===== src/rtl/core/bicv_pkg.sv =====
// ----------------------------------------------------------------------------
// bicv_pkg: shared types and constants of the boot image crc32 validator
// request layouts, status codes, register indexes and crc constants
// ----------------------------------------------------------------------------
`default_nettype none

package bicv_pkg;

  localparam int unsigned CFG_INDEX_W = 2;
  localparam int unsigned CFG_DATA_W  = 64;

  localparam logic [CFG_INDEX_W-1:0] REG_MAGIC      = 2'd0;
  localparam logic [CFG_INDEX_W-1:0] REG_HEADER_LEN = 2'd1;
  localparam logic [CFG_INDEX_W-1:0] REG_LOAD_ADDR  = 2'd2;

  localparam logic KIND_HEADER = 1'b0;
  localparam logic KIND_DATA   = 1'b1;

  localparam logic [2:0] STATUS_HEADER_OK    = 3'd0;
  localparam logic [2:0] STATUS_BAD_MAGIC    = 3'd1;
  localparam logic [2:0] STATUS_BAD_HDR_SIZE = 3'd2;
  localparam logic [2:0] STATUS_ENTRY_OFFSET = 3'd3;
  localparam logic [2:0] STATUS_ENTRY_LOAD   = 3'd4;
  localparam logic [2:0] STATUS_ZERO_SIZE    = 3'd5;
  localparam logic [2:0] STATUS_CRC_MISMATCH = 3'd6;
  localparam logic [2:0] STATUS_IMAGE_VALID  = 3'd7;

  localparam logic [31:0] CRC_POLY = 32'hEDB88320;
  localparam logic [31:0] CRC_ONES = 32'hFFFFFFFF;

  typedef struct packed {
    logic        kind;
    logic [63:0] image_base;
    logic [31:0] header_magic;
    logic [31:0] header_length;
    logic [63:0] entry_field;
    logic [63:0] size_field;
    logic [31:0] crc_field;
    logic [7:0]  data_byte;
  } in_t;

  typedef struct packed {
    logic [2:0]  status;
    logic [63:0] entry_out;
    logic [63:0] size_out;
    logic [31:0] computed_crc;
    logic        finished;
  } out_t;

  typedef struct packed {
    logic [31:0] magic_value;
    logic [31:0] header_length_value;
    logic [63:0] load_address;
  } cfg_t;

endpackage

`default_nettype wire


===== src/rtl/core/bicv_hdr_check.sv =====
// ----------------------------------------------------------------------------
// bicv_hdr_check: header field checks
// gives the first failing check as a status code, or header ok
// ----------------------------------------------------------------------------
`default_nettype none

module bicv_hdr_check (
  input  wire bicv_pkg::in_t  hdr,
  input  wire bicv_pkg::cfg_t cfg,
  output logic [2:0]          status
);

  logic [63:0] entry_expect;

  // header end address, wraps at 64 bits
  assign entry_expect = hdr.image_base + {32'd0, hdr.header_length};

  always_comb begin
    priority if (hdr.header_magic != cfg.magic_value) begin
      status = bicv_pkg::STATUS_BAD_MAGIC;
    end else if (hdr.header_length != cfg.header_length_value) begin
      status = bicv_pkg::STATUS_BAD_HDR_SIZE;
    end else if (hdr.entry_field != entry_expect) begin
      status = bicv_pkg::STATUS_ENTRY_OFFSET;
    end else if (hdr.entry_field != cfg.load_address) begin
      status = bicv_pkg::STATUS_ENTRY_LOAD;
    end else if (hdr.size_field == 64'd0) begin
      status = bicv_pkg::STATUS_ZERO_SIZE;
    end else begin
      status = bicv_pkg::STATUS_HEADER_OK;
    end
  end

endmodule

`default_nettype wire


===== src/rtl/core/bicv_crc_byte.sv =====
// ----------------------------------------------------------------------------
// bicv_crc_byte: one byte of reflected crc-32
// eight bit steps of the 0xEDB88320 polynomial, unrolled
// ----------------------------------------------------------------------------
`default_nettype none

module bicv_crc_byte (
  input  wire  [31:0] crc_in,
  input  wire  [7:0]  data,
  output logic [31:0] crc_out
);

  always_comb begin
    logic [31:0] c;
    c = crc_in ^ {24'd0, data};
    for (int k = 0; k < 8; k++) begin
      if (c[0]) begin
        c = (c >> 1) ^ bicv_pkg::CRC_POLY;
      end else begin
        c = c >> 1;
      end
    end
    crc_out = c;
  end

endmodule

`default_nettype wire


===== src/rtl/core/boot_image_crc32_validator.sv =====
// ----------------------------------------------------------------------------
// boot_image_crc32_validator: boot image header and kernel crc-32 check
//
// in channel (in_valid / in_stall / in_data) takes header requests
// (kind 0) and kernel byte requests (kind 1); out channel (out_valid /
// out_stall / out_data) returns at most one result per request
// a header request gives an error result (finished set) or a header ok
// result with entry and size; then exactly size bytes are run through a
// reflected crc-32 and the last one gives image valid or crc mismatch
// bytes outside a payload are dropped; a header always restarts the check
// each request passes the input register, then the result register; one
// request per cycle sustained while out_stall allows, set by the single
// byte-wide crc update and the 64-bit entry add and compare
// out_stall holds the result register; once the input register holds a
// request and a result waits, in_stall follows out_stall in the same cycle
// rst (synchronous) clears the valid flags, config and check state, sets
// the crc to all ones, and leaves the block idle; config writes only while idle
// ----------------------------------------------------------------------------
`default_nettype none

module boot_image_crc32_validator (
  input  wire                                clk,
  input  wire                                rst,
  input  wire                                in_valid,
  output logic                               in_stall,
  input  wire  bicv_pkg::in_t                in_data,
  output logic                               out_valid,
  input  wire                                out_stall,
  output bicv_pkg::out_t                     out_data,
  input  wire                                cfg_write,
  input  wire  [bicv_pkg::CFG_INDEX_W-1:0]   cfg_index,
  input  wire  [bicv_pkg::CFG_DATA_W-1:0]    cfg_data
);

  // configuration registers
  bicv_pkg::cfg_t cfg;

  // input register
  logic          s1_valid;
  bicv_pkg::in_t s1;

  // check state
  logic [31:0] running_crc;
  logic [63:0] bytes_left;
  logic [31:0] kernel_crc;
  logic        in_payload;

  // next values
  logic [31:0] running_crc_next;
  logic [63:0] bytes_left_next;
  logic [31:0] kernel_crc_next;
  logic        in_payload_next;
  logic        produces;
  bicv_pkg::out_t result_next;

  logic        out_free;
  logic        advance;
  logic [2:0]  hdr_status;
  logic [31:0] crc_step;
  logic [31:0] crc_final;

  // result register can be loaded when empty or being taken
  assign out_free = !out_valid || !out_stall;
  assign advance  = s1_valid && out_free;
  assign in_stall = s1_valid && !out_free;

  always_ff @(posedge clk) begin
    if (rst) begin
      cfg <= '0;
    end else if (cfg_write) begin
      unique case (cfg_index)
        bicv_pkg::REG_MAGIC:      cfg.magic_value <= cfg_data[31:0];
        bicv_pkg::REG_HEADER_LEN: cfg.header_length_value <= cfg_data[31:0];
        bicv_pkg::REG_LOAD_ADDR:  cfg.load_address <= cfg_data;
        default: ;  // index beyond the register list, ignored
      endcase
    end
  end

  // input register, one request deep
  always_ff @(posedge clk) begin
    if (rst) begin
      s1_valid <= 1'b0;
    end else if (!in_stall) begin
      s1_valid <= in_valid;
    end
  end

  always_ff @(posedge clk) begin
    if (!in_stall && in_valid) begin
      s1 <= in_data;
    end
  end

  bicv_hdr_check u_hdr_check (
    .hdr    (s1),
    .cfg    (cfg),
    .status (hdr_status)
  );

  bicv_crc_byte u_crc_byte (
    .crc_in  (running_crc),
    .data    (s1.data_byte),
    .crc_out (crc_step)
  );

  assign crc_final = crc_step ^ bicv_pkg::CRC_ONES;

  always_comb begin
    running_crc_next  = running_crc;
    bytes_left_next   = bytes_left;
    kernel_crc_next   = kernel_crc;
    in_payload_next   = in_payload;
    produces          = 1'b0;
    result_next       = '0;
    if (s1.kind == bicv_pkg::KIND_HEADER) begin
      // header restarts the check whatever was running
      running_crc_next = bicv_pkg::CRC_ONES;
      produces         = 1'b1;
      result_next.status = hdr_status;
      if (hdr_status != bicv_pkg::STATUS_HEADER_OK) begin
        in_payload_next      = 1'b0;
        bytes_left_next      = 64'd0;
        kernel_crc_next      = 32'd0;
        result_next.finished = 1'b1;
      end else begin
        in_payload_next       = 1'b1;
        bytes_left_next       = s1.size_field;
        kernel_crc_next       = s1.crc_field;
        result_next.entry_out = s1.entry_field;
        result_next.size_out  = s1.size_field;
      end
    end else if (in_payload) begin
      running_crc_next = crc_step;
      bytes_left_next  = bytes_left - 64'd1;
      // last byte of the kernel
      if (bytes_left == 64'd1) begin
        in_payload_next          = 1'b0;
        produces                 = 1'b1;
        result_next.computed_crc = crc_final;
        result_next.finished     = 1'b1;
        result_next.status       = (crc_final == kernel_crc) ?
                                   bicv_pkg::STATUS_IMAGE_VALID :
                                   bicv_pkg::STATUS_CRC_MISMATCH;
      end
    end
  end

  // state moves only when the request leaves the input register
  always_ff @(posedge clk) begin
    if (rst) begin
      running_crc  <= bicv_pkg::CRC_ONES;
      bytes_left   <= 64'd0;
      kernel_crc   <= 32'd0;
      in_payload   <= 1'b0;
    end else if (advance) begin
      running_crc  <= running_crc_next;
      bytes_left   <= bytes_left_next;
      kernel_crc   <= kernel_crc_next;
      in_payload   <= in_payload_next;
    end
  end

  // result register
  always_ff @(posedge clk) begin
    if (rst) begin
      out_valid <= 1'b0;
    end else if (out_free) begin
      out_valid <= s1_valid && produces;
    end
  end

  always_ff @(posedge clk) begin
    if (advance && produces) begin
      out_data <= result_next;
    end
  end

`ifndef ASSERT_OFF
  // a byte count is left exactly while a payload runs
  a_payload_count: assert property (@(posedge clk) disable iff (rst)
    in_payload == (bytes_left != 64'd0))
    else $error("payload flag and byte count disagree");

  // an accepted header opens the payload
  a_header_opens: assert property (@(posedge clk) disable iff (rst)
    advance && s1.kind == bicv_pkg::KIND_HEADER &&
    hdr_status == bicv_pkg::STATUS_HEADER_OK |=> in_payload)
    else $error("header ok did not open the payload");

  // only the header ok result leaves the check open
  a_open_result: assert property (@(posedge clk) disable iff (rst)
    out_valid && !out_data.finished |->
    out_data.status == bicv_pkg::STATUS_HEADER_OK)
    else $error("unfinished result with a final status");

  // back pressure only with a request held in the input register
  a_stall_source: assert property (@(posedge clk) disable iff (rst)
    in_stall |-> s1_valid && out_valid)
    else $error("stall without a held request");
`endif

endmodule

`default_nettype wire


===== config.mk =====
export PLATFORM = sky130hd
export DESIGN_NAME = boot_image_crc32_validator
export DESIGN_NICKNAME = d
export VERILOG_FILES = /design/src/rtl/core/bicv_pkg.sv /design/src/rtl/core/bicv_hdr_check.sv /design/src/rtl/core/bicv_crc_byte.sv /design/src/rtl/core/boot_image_crc32_validator.sv
export SDC_FILE = /design/constraint.sdc
export NUM_CORES = 1
export LEC_CHECK = 0
export ABC_AREA = 0
export CORE_UTILIZATION = 35
export CTS_BUF_LIST = sky130_fd_sc_hd__clkbuf_4
export CTS_CLUSTER_SIZE = 20
export DETAILED_ROUTE_END_ITERATION = 6
export DONT_BUFFER_PORTS = 1
export MAX_ROUTING_LAYER = met4
export PLACE_DENSITY = 0.51
export SYNTH_ARGS = -nofsm -noshare
export SYNTH_HDL_FRONTEND = slang
export SYNTH_SLANG_ARGS = --single-unit

===== constraint.sdc =====
create_clock -name clk -period 37 [get_ports clk]
set_input_delay 5.55 -clock clk [delete_from_list [all_inputs] [get_ports clk]]
set_output_delay 5.55 -clock clk [all_outputs]
set_load 0.02 [all_outputs]

==> results.ini <==
[run_status]
outcome = finished, final reports clean

[clock_network]
hold_buffers = 0
numCtsBuffers = 191
post-cts-setup-buffer-count = 0
clk_latency_ns = 1.11
root_buffer = clkbuf_4
cts_resized = 0
cts_buffer_depth = 3
clkTransAtPathRegs_ns = 0.06
htree_levels = 4
clock-sinks = 720
cts_tree = yes

[detailed_routing]
vias = 24800
drt_iter0_markers = 2063
firstDrtPassIters = 7
viasPerCell = 5.51
antenna_left = 0
drc_errors = 0
wl_per_cell_um = 26.8
totalWireLength_um = 121000

[global_route]
grt_first_pass_wirelength_um = 170000
grtUsageTotal_pct = 25.7
grt_max_degree = 168
overflow = 0
antenna_found_initial = 16
grt_pass1_vias = 24600

[timing]
slew_headroom_pct = 22.6
fmax_mhz = 87.4
setup_viol = 0
period_share_pct = 30.9
tns_ns = 0
drv_slew = 0
rsz0062_at_grt = false
fin_worst_skew_ns = 0.0893
tightest_slew_ns = 1.16
hold_violations = 0
setup_slack_ns = 25.55
fin_crit_ns = 11.45

[power]
p_total_mw = 1.82
p_per_area_nw_per_um2 = 49.7
ir_drop_uv = 31.5
power.leakage_nw = 13.1

[run]
drv_cap = 0

[yosys]
yosys.area_share.simple_pct = 17.0
syn_nets = 3412
synth_common_cells = edfxtp_1, nand2_1, dfxtp_1
synthArstFlopShare_pct = 0
synthTopCellsByArea = edfxtp_1, dfxtp_1, nand2_1, xnor2_1, xor2_1
syn_avg_cell_area_um2 = 10.9
ys_seq_elements = 720
ys.warnings.count = 0
synthXorXnorAreaFrac_pct = 8.58
synth_cell_types = 94
synth_top_family_by_area = simple AND/OR/NAND/NOR gates
syn_area_um2 = 32900
synth_compound_area_share_pct = 12.2
synth_flop_cell = edfxtp_1
synth_mux_area_share_pct = 0.484
yosys.area.top_type_share_pct = 42.1
synth.most_common_cell = edfxtp_1
synth_top_area_cell = edfxtp_1
synth_edf_count = 461
ys_seq_area_share_pct = 57.9
syn_inst = 3009
synthAdderAreaFrac_pct = 1.36

[floorplan]
start_util_pct = 35.3
die_area_um2 = 95100
num_rows = 112
core_um2 = 93200
fp.dieH_um = 308
fp.dieW_um = 308
ioPinCount = 534

[critical_path]
cp-start-kind = primary input
worstPathMaxFanout = 3
cpMaxStageDelayCell = and3_1
regToRegSetupSlack_ns = 30.27
cp.buffers_inverters = 0
path_class = primary input to output port
slowest_delay_ns = 0.35
crit_family = simple AND/OR/NAND/NOR gates
critical_path_required_ns = 31.45
crit_chain = and3_1
worstPathArrival_ns = 5.90
endpoint_kind = output port

[min_path]
min_path_type = register to register

[placed_design]
dp_slack_ns = 25.55
place_hpwl_um = 90600
port_buffers = 0
routabilityCongestion = 0.965

[finish]
drive_gt1_share_pct = 12.7
nets = 3484
area_growth_pct = 11.3

==> through the flow <==
stage	area, um^2	util (%)	hold WS [ns]	instances
2_1_floorplan	32900	-	0.436	3009
3_3_place_gp	34100	36.6	0.440	4142
3_5_place_dp	34100	36.6	0.441	4142
4_1_cts	36500	39.2	0.458	4488
5_1_grt	36600	39.2	0.472	4504
6_report	36600	39.2	0.447	4505
==> registers in the layout, summed over array words and instances, names as in the netlist <==
signal	flops
s1	297
running_crc	32
out_data	164
s1_valid	1
out_valid	1
in_payload	1
bytes_left	64
cfg	128
kernel_crc	32
==> layer usage <==
layer  vias to the layer above  wire [um]  track usage [%]
li1                      11400          -                -
met5                         -          0                -
met2                      1049      62700             44.4
met1                     12200      47300             29.2
met4                         0       3400             9.41
met3                       194       7530             5.44
==> area by class of cell <==
cell class / count / area [um^2]
diodes: 17 / 42.5
clock buffers: 267 / 2000
clock inverters: 79 / 449
fillers: 9198 / 56600
inverters: 40 / 150
multi-input cells: 2095 / 13100
flip-flops and latches: 720 / 19000
well taps: 1254 / 1570
repair buffers: 33 / 248
==> cell families after synthesis <==
family / count (synthesis)
adder cells (fa/ha/maj): 35
multiplexers: 15
AND/OR/NAND/NOR: 1109
buffers and inverters: 194
flip-flops: 720
XOR/XNOR: 322
AO/OA/AOI/OAI: 614
==> where the power goes <==
group / switching, mW / internal, mW
logic: 0.133 / 0.0654
clock network: 0.346 / 0.358
registers: 0.0331 / 0.884
==> worst paths after layout <==
check                        end  cells after the start  startpoint
setup reg to reg   out_data[119]                     13     s1[179]
setup / recovery        in_stall                      1   out_stall
hold / removal    kernel_crc[19]                      1      s1[27]
hold reg to reg   kernel_crc[19]                      1      s1[27]
==> placed cells by master, fill, tap and decap left out, types with 39 or more instances in the layout <==
master | synthesis | layout
dfxtp_1 | 259 | 259
nand3_1 | 63 | 62
o21ai_0 | 95 | 94
and2_1 | 105 | 105
nand4_1 | 92 | 92
a21oi_1 | 233 | 232
xnor2_1 | 169 | 169
nor3_1 | 67 | 67
nor2_1 | 140 | 138
clkbuf_4 | 0 | 267
nor4_1 | 78 | 78
xor2_1 | 153 | 153
edfxtp_1 | 461 | 461
o22ai_1 | 39 | 39
clkinv_1 | 1 | 52
nand2_1 | 426 | 426
Note: power is estimated with default switching activity, not from simulation.
